File: src/sv/svsm_pkg.sv
`timescale 1ns / 1ps
`default_nettype none
package svsm_pkg;

    localparam int CFG_IDX_W  = 3;
    localparam int CFG_DATA_W = 18;

    localparam logic [CFG_IDX_W-1:0] CFG_ENABLE      = 3'd0;
    localparam logic [CFG_IDX_W-1:0] CFG_SAMPLE_RATE = 3'd1;
    localparam logic [CFG_IDX_W-1:0] CFG_VOLUME      = 3'd2;
    localparam logic [CFG_IDX_W-1:0] CFG_NOISE_LEVEL = 3'd3;
    localparam logic [CFG_IDX_W-1:0] CFG_CRUNCH_EN   = 3'd4;
    localparam logic [CFG_IDX_W-1:0] CFG_CRUNCH_LVLS = 3'd5;
    localparam logic [CFG_IDX_W-1:0] CFG_EIGHT_BIT   = 3'd6;

    localparam int CNT_W    = 24;
    localparam int MIX_W    = 24;
    localparam int DIVD_W   = 40;
    localparam int DIVR_W   = 24;
    localparam int DIV_CW   = 6;
    localparam int ENV_W    = 17;

    localparam logic [CNT_W-1:0] CNT_MAX     = 24'hFFFFFF;
    localparam logic [31:0]      SEED_RESET  = 32'h00C0FFEE;
    // Multiplier for an exact floor division by 125 of any value below 2^31,
    // followed by a right shift of 38.
    localparam logic [31:0]      RECIP_125   = 32'd2199023256;
    localparam int               RECIP_SHIFT = 38;
    localparam logic signed [31:0] ONE_Q16   = 32'sd65536;

    typedef enum logic [4:0] {
        OP_NONE,
        OP_LATCH,
        OP_DIV_TOT,
        OP_SET_TOT,
        OP_DIV_GAP,
        OP_WRITE_VOICE,
        OP_DIV_ATT,
        OP_SET_ATT,
        OP_DIV_REL,
        OP_SET_REL,
        OP_VCHK,
        OP_SET_ENV,
        OP_VUPD,
        OP_VNEXT,
        OP_NPROD,
        OP_NADD,
        OP_VPROD,
        OP_VCLAMP,
        OP_CR_K,
        OP_SET_CR,
        OP_OUT
    } op_t;

    typedef enum logic [4:0] {
        S_IDLE,
        S_TOT,
        S_TOT_W,
        S_GAP,
        S_GAP_W,
        S_ATT,
        S_ATT_W,
        S_REL,
        S_REL_W,
        S_VCHK,
        S_ENV_W,
        S_VUPD,
        S_VNEXT,
        S_NPROD,
        S_NADD,
        S_VPROD,
        S_VCLAMP,
        S_CRK,
        S_CR_W,
        S_OUT
    } state_t;

    typedef struct packed {
        op_t op;
    } svsm_cmd_t;

    typedef struct packed {
        logic enable;
        logic div_done;
        logic v_play;
        logic v_env_div;
        logic last_voice;
        logic noise_on;
        logic crunch_on;
        logic out_full;
    } svsm_status_t;

    function automatic logic [CNT_W-1:0] sat_cnt(input logic [DIVD_W-1:0] q);
        logic [CNT_W-1:0] r;
        r = (q > DIVD_W'(CNT_MAX)) ? CNT_MAX : q[CNT_W-1:0];
        return r;
    endfunction

    // Signed division by 65536 that truncates toward zero.
    function automatic logic signed [31:0] trunc_q16(input logic signed [47:0] p);
        logic signed [47:0] b;
        b = p + (p[47] ? 48'sd65535 : 48'sd0);
        return $signed(b[47:16]);
    endfunction

endpackage
`default_nettype wire

File: src/sv/svsm_ctrl.sv
`timescale 1ns / 1ps
`default_nettype none
module svsm_ctrl (
    input  wire logic                   clk,
    input  wire logic                   rst_n,
    input  wire logic                   in_valid,
    input  wire logic                   in_cmd,
    input  wire svsm_pkg::svsm_status_t st,
    output logic                        in_ready,
    output svsm_pkg::svsm_cmd_t         cmd
);
    import svsm_pkg::*;

    state_t state_reg, state_next;

    always_ff @(posedge clk or negedge rst_n)
    begin
        if (!rst_n)
            state_reg <= S_IDLE;
        else
            state_reg <= state_next;
    end

    always_comb
    begin
        state_next = state_reg;
        cmd.op     = OP_NONE;
        in_ready   = 1'b0;
        case (state_reg)
            S_IDLE:
            begin
                in_ready = 1'b1;
                if (in_valid)
                begin
                    cmd.op = OP_LATCH;
                    if (in_cmd)
                        state_next = st.enable ? S_TOT : S_IDLE;
                    else
                        state_next = st.enable ? S_ATT : S_OUT;
                end
            end
            S_TOT:
            begin
                cmd.op     = OP_DIV_TOT;
                state_next = S_TOT_W;
            end
            S_TOT_W:
                if (st.div_done)
                begin
                    cmd.op     = OP_SET_TOT;
                    state_next = S_GAP;
                end
            S_GAP:
            begin
                cmd.op     = OP_DIV_GAP;
                state_next = S_GAP_W;
            end
            S_GAP_W:
                if (st.div_done)
                begin
                    cmd.op     = OP_WRITE_VOICE;
                    state_next = S_IDLE;
                end
            S_ATT:
            begin
                cmd.op     = OP_DIV_ATT;
                state_next = S_ATT_W;
            end
            S_ATT_W:
                if (st.div_done)
                begin
                    cmd.op     = OP_SET_ATT;
                    state_next = S_REL;
                end
            S_REL:
            begin
                cmd.op     = OP_DIV_REL;
                state_next = S_REL_W;
            end
            S_REL_W:
                if (st.div_done)
                begin
                    cmd.op     = OP_SET_REL;
                    state_next = S_VCHK;
                end
            S_VCHK:
            begin
                cmd.op = OP_VCHK;
                if (st.v_env_div)
                    state_next = S_ENV_W;
                else if (st.v_play)
                    state_next = S_VUPD;
                else
                    state_next = S_VNEXT;
            end
            S_ENV_W:
                if (st.div_done)
                begin
                    cmd.op     = OP_SET_ENV;
                    state_next = S_VUPD;
                end
            S_VUPD:
            begin
                cmd.op     = OP_VUPD;
                state_next = S_VNEXT;
            end
            S_VNEXT:
            begin
                cmd.op     = OP_VNEXT;
                state_next = st.last_voice ? S_NPROD : S_VCHK;
            end
            S_NPROD:
            begin
                if (st.noise_on)
                begin
                    cmd.op     = OP_NPROD;
                    state_next = S_NADD;
                end
                else
                    state_next = S_VPROD;
            end
            S_NADD:
            begin
                cmd.op     = OP_NADD;
                state_next = S_VPROD;
            end
            S_VPROD:
            begin
                cmd.op     = OP_VPROD;
                state_next = S_VCLAMP;
            end
            S_VCLAMP:
            begin
                cmd.op     = OP_VCLAMP;
                state_next = st.crunch_on ? S_CRK : S_OUT;
            end
            S_CRK:
            begin
                cmd.op     = OP_CR_K;
                state_next = S_CR_W;
            end
            S_CR_W:
                if (st.div_done)
                begin
                    cmd.op     = OP_SET_CR;
                    state_next = S_OUT;
                end
            S_OUT:
                if (!st.out_full)
                begin
                    cmd.op     = OP_OUT;
                    state_next = S_IDLE;
                end
            default:
                state_next = S_IDLE;
        endcase
    end
endmodule
`default_nettype wire

File: config.mk
export PLATFORM = sky130hd
export DESIGN_NAME = svsm_ctrl
export DESIGN_NICKNAME = d
export VERILOG_FILES = /design/src/sv/svsm_pkg.sv /design/src/sv/svsm_ctrl.sv
export SDC_FILE = /design/constraint.sdc
export NUM_CORES = 1
export LEC_CHECK = 0
export ABC_AREA = 0
export BUFFER_PORTS_ARGS = -buffer_cell sky130_fd_sc_hd__buf_2
export CORE_AREA = 2 2 39 41
export DETAILED_ROUTE_END_ITERATION = 6
export DIE_AREA = 0 0 41 43
export MAX_ROUTING_LAYER = met4
export PLACE_DENSITY = 0.75
export RECOVER_POWER = 50
export SKIP_LAST_GASP = 1
export SYNTH_ARGS = -nofsm -noshare
export SYNTH_HDL_FRONTEND = slang
export SYNTH_SLANG_ARGS = --single-unit
File: constraint.sdc
create_clock -name clk -period 2.2 [get_ports clk]
set_input_delay 0.11 -clock clk [delete_from_list [all_inputs] [get_ports clk]]
set_output_delay 0.11 -clock clk [all_outputs]
set_load 0.02 [all_outputs]
==> impl_results.md <==
* Status: completed
* Type of the worst setup path: flop to flop
* Top cells by area, synth: dfrtp_1, nor2_1, a21oi_1
* HP Class: input pin to asynchronous set/reset pin
* Period minus WS final at 1.85 ns
* Final Hold Viols at 0
* Number of diodes at 0
* Clock Sinks at 5
* Clock Skews at 0.00505 ns
* Via count at 746
* DR vias/cell at 5.87
* Syn Inst Count at 91
* GRT met1 Usage at 32.4%
* Area Overhead vs Synth at 23.0%
* Num rows at 14
* Global Route met3 Usage at 1.57%
* Crit path cell chain: or4_4 -> or3_1 -> nand3_2 -> mux2_1
* Die X at 41 microns
* WP buf/inv at 0
* Layout fillers at 128
* R2R Setup Slk at 0.35 ns
* Port bufs at 17
* Worst slew pin tran at 0.496 ns
* Pre-CTS WS at 0.355 ns
* Worst setup SP type: flop
* Unrepaired setup endpoints after global routing: no
* Clock Pin Slew Worst Setup and Hold Paths at 0.04 ns
* Vias in the first global route at 638
* Initial antenna violation count at 0
* Hold Slack at 0.240 ns
* Nets at 124
* Starting density of the core at 46.3%
* Top FF cell, synth: dfrtp_1
* Synthesized net count at 103
* Total Routed Length at 1710 microns
* Maximum vdd drop at 0.573 mV
* First-pass GRT wire length at 2770 microns
* Max Freq at 541 MHz
* CP endpoint: state_reg[1]
* Area of the multi-input gates at 477 sq um
* Overall Global Routing Usage at 23.8%
* Core ar. at 1380 sq um
* Static Leak at 0.354 nW
* Levels on crit path at 4
* DRT Pass-1 Iters at 4
* CP endpoint kind: flop
* Io pins at 18
* Largest net degree at the start of global routing at 20
* DIE AREA at 1760 sq um
* Flip-flop and latch area at 125 sq um
* Global route hottest layer: met2
* Setup Total Neg Slack at 0 ns
* Antenna-violating nets left at 0
* Post-Synthesis Cell Area at 641 sq um
* Root buffer cell: clkbuf_4
* Worst setup startpoint: state_reg[2]
* Synth warnings at 0
* Worst Path Arrival at 1.99 ns
* R2R depth at 4
* Netlist cell types at 40
* Largest register FFs at 5
* TritonCTS clock tree: built
* Met2 Use GR at 34.4%
* Register area share after synthesis at 19.5%
* Top-area cell type share of the netlist area at 19.5%
* Grt total ovfl at 0
* DIE HEIGHT at 43 microns
* WL per Instance at 13.5 microns
* FF-to-FF Start: state_reg[2]
* # DRC at 0
* Share of async-settable or async-resettable flops after synthesis at 100%
* WP data required at 2.34 ns
* Slew margin rel. at 66.9%
* Detailed placer's ending HPWL at 1290 microns
* Area after DPL at 756 sq um
* Post-route design area at 788 sq um
* Placer Congestion at 0.829
* Setup ws final at 0.352 ns
* CTS H-tree depth at 1
* Initial DRC count at 18
* Max Root-Sink Buffers at 2
* Worst path slowest cell: or4_4
* Max Transition Viols Final at 0
* Layout cells sized above 1 at 23.4%
* Worst skew pair latency at 0.26 ns
* Reg2reg end: state_reg[1]
* Leading area contributor after synthesis: dfrtp_1
* Yosys reg bits at 5
* Mean Syn Cell Area at 7.04 sq um
* Finish-stage setup viols at 0
* Worst path top cell family by delay: simple AND/OR/NAND/NOR gates
* Final worst-path cycle share at 84.0%
* CP Max Fanout at 4
* Pwr dens at 1480 nW/um^2
* Max cap viols at 0
* Post-synth EDFFs at 0
* Max incr delay on CP at 0.55 ns
* CTS Buf Count at 3
==> cells in the final DEF (no fill, tap or decap), types with 3 or more instances in the layout <==
master | Yosys | routed
nor2b_1 | 3 | 3
inv_1 | 3 | 3
nor3_1 | 3 | 3
clkbuf_1 | 6 | 4
a211oi_1 | 3 | 3
buf_4 | 0 | 5
clkbuf_4 | 0 | 3
o21ai_0 | 5 | 5
buf_2 | 1 | 14
dfrtp_1 | 5 | 5
nor2_1 | 12 | 12
a21oi_1 | 7 | 7
nand2_1 | 6 | 6
nand2b_1 | 5 | 5
==> worst min path at each step <==
stage | start | endpoint | slack (ns) | cells past startpoint
after floorplan | rst_n | state_reg[0] | -0.19 | 0
after global placement | rst_n | state_reg[3] | -0.08 | 1
after detailed placement | rst_n | state_reg[3] | -0.07 | 1
after CTS | rst_n | state_reg[4] | 0.20 | 2
after global routing | rst_n | state_reg[4] | 0.28 | 2
final | rst_n | state_reg[4] | 0.24 | 2
==> logic make-up (layout without fill, tap and decap cells) <==
kind of cell / Yosys count / after routing / synth area share (%)
compound gates: 29 / 29 / 31.4
xor+xnor: 2 / 2 / 2.73
buf+inv: 10 / 30 / 6.05
flops: 5 / 5 / 19.5
mux: 2 / 2 / 3.32
simple gates: 43 / 43 / 36.9
==> through the flow <==
step / total power [mW] / instances / utilization [%]
3_5_place_dp: 1.05 / 122 / 54.6
5_1_grt: 1.27 / 127 / 57.0
6_report: 1.16 / 127 / 57.0
2_1_floorplan: 0.819 / 91 / -
4_1_cts: 1.16 / 127 / 57.2
3_3_place_gp: 1.03 / 122 / 54.6
==> synth_stat cells, drive strengths merged, types with 2 or more instances <==
cell	number
a21o	2
inv	3
nor2	12
nand2	6
nor3	3
o2bb2ai	2
clkbuf	6
o22ai	2
a211oi	3
dfrtp	5
nand4	2
a21oi	7
nor2b	3
o21ai	5
or4	3
nand2b	5
==> metal layers <==
metal	part of all wire, %	vias to the layer above
met5	0	-
met4	1.5	0
met3	6.2	4
met2	47	30
met1	45	329
li1	-	383
==> layout make-up <==
type,instances,share of cell area (%)
multi-input cells,76,60.5
repair buffers,23,16.3
flip-flops and latches,5,15.9
clock buffers,4,3.33
well taps,16,2.54
inverters,3,1.43
==> where the power goes <==
| group | leakage (nW) | total (mW) | switching, mW | internal (mW) |
|---|---|---|---|---|
| clock network | 0.0150 | 0.111 | 0.0426 | 0.0689 |
| logic | 0.276 | 0.888 | 0.538 | 0.351 |
| registers | 0.0623 | 0.163 | 0.0290 | 0.134 |
| total | 0.354 | 1.16 | 0.609 | 0.554 |
==> timing repair <==
item                      in CTS  in global routing
setup buffers                  0                  0
gates resized for setup        0                  0
hold endpoints to repair       5                  0
hold buffers                   1                  0
No activity file was read; power rests on OpenSTA's default activity.
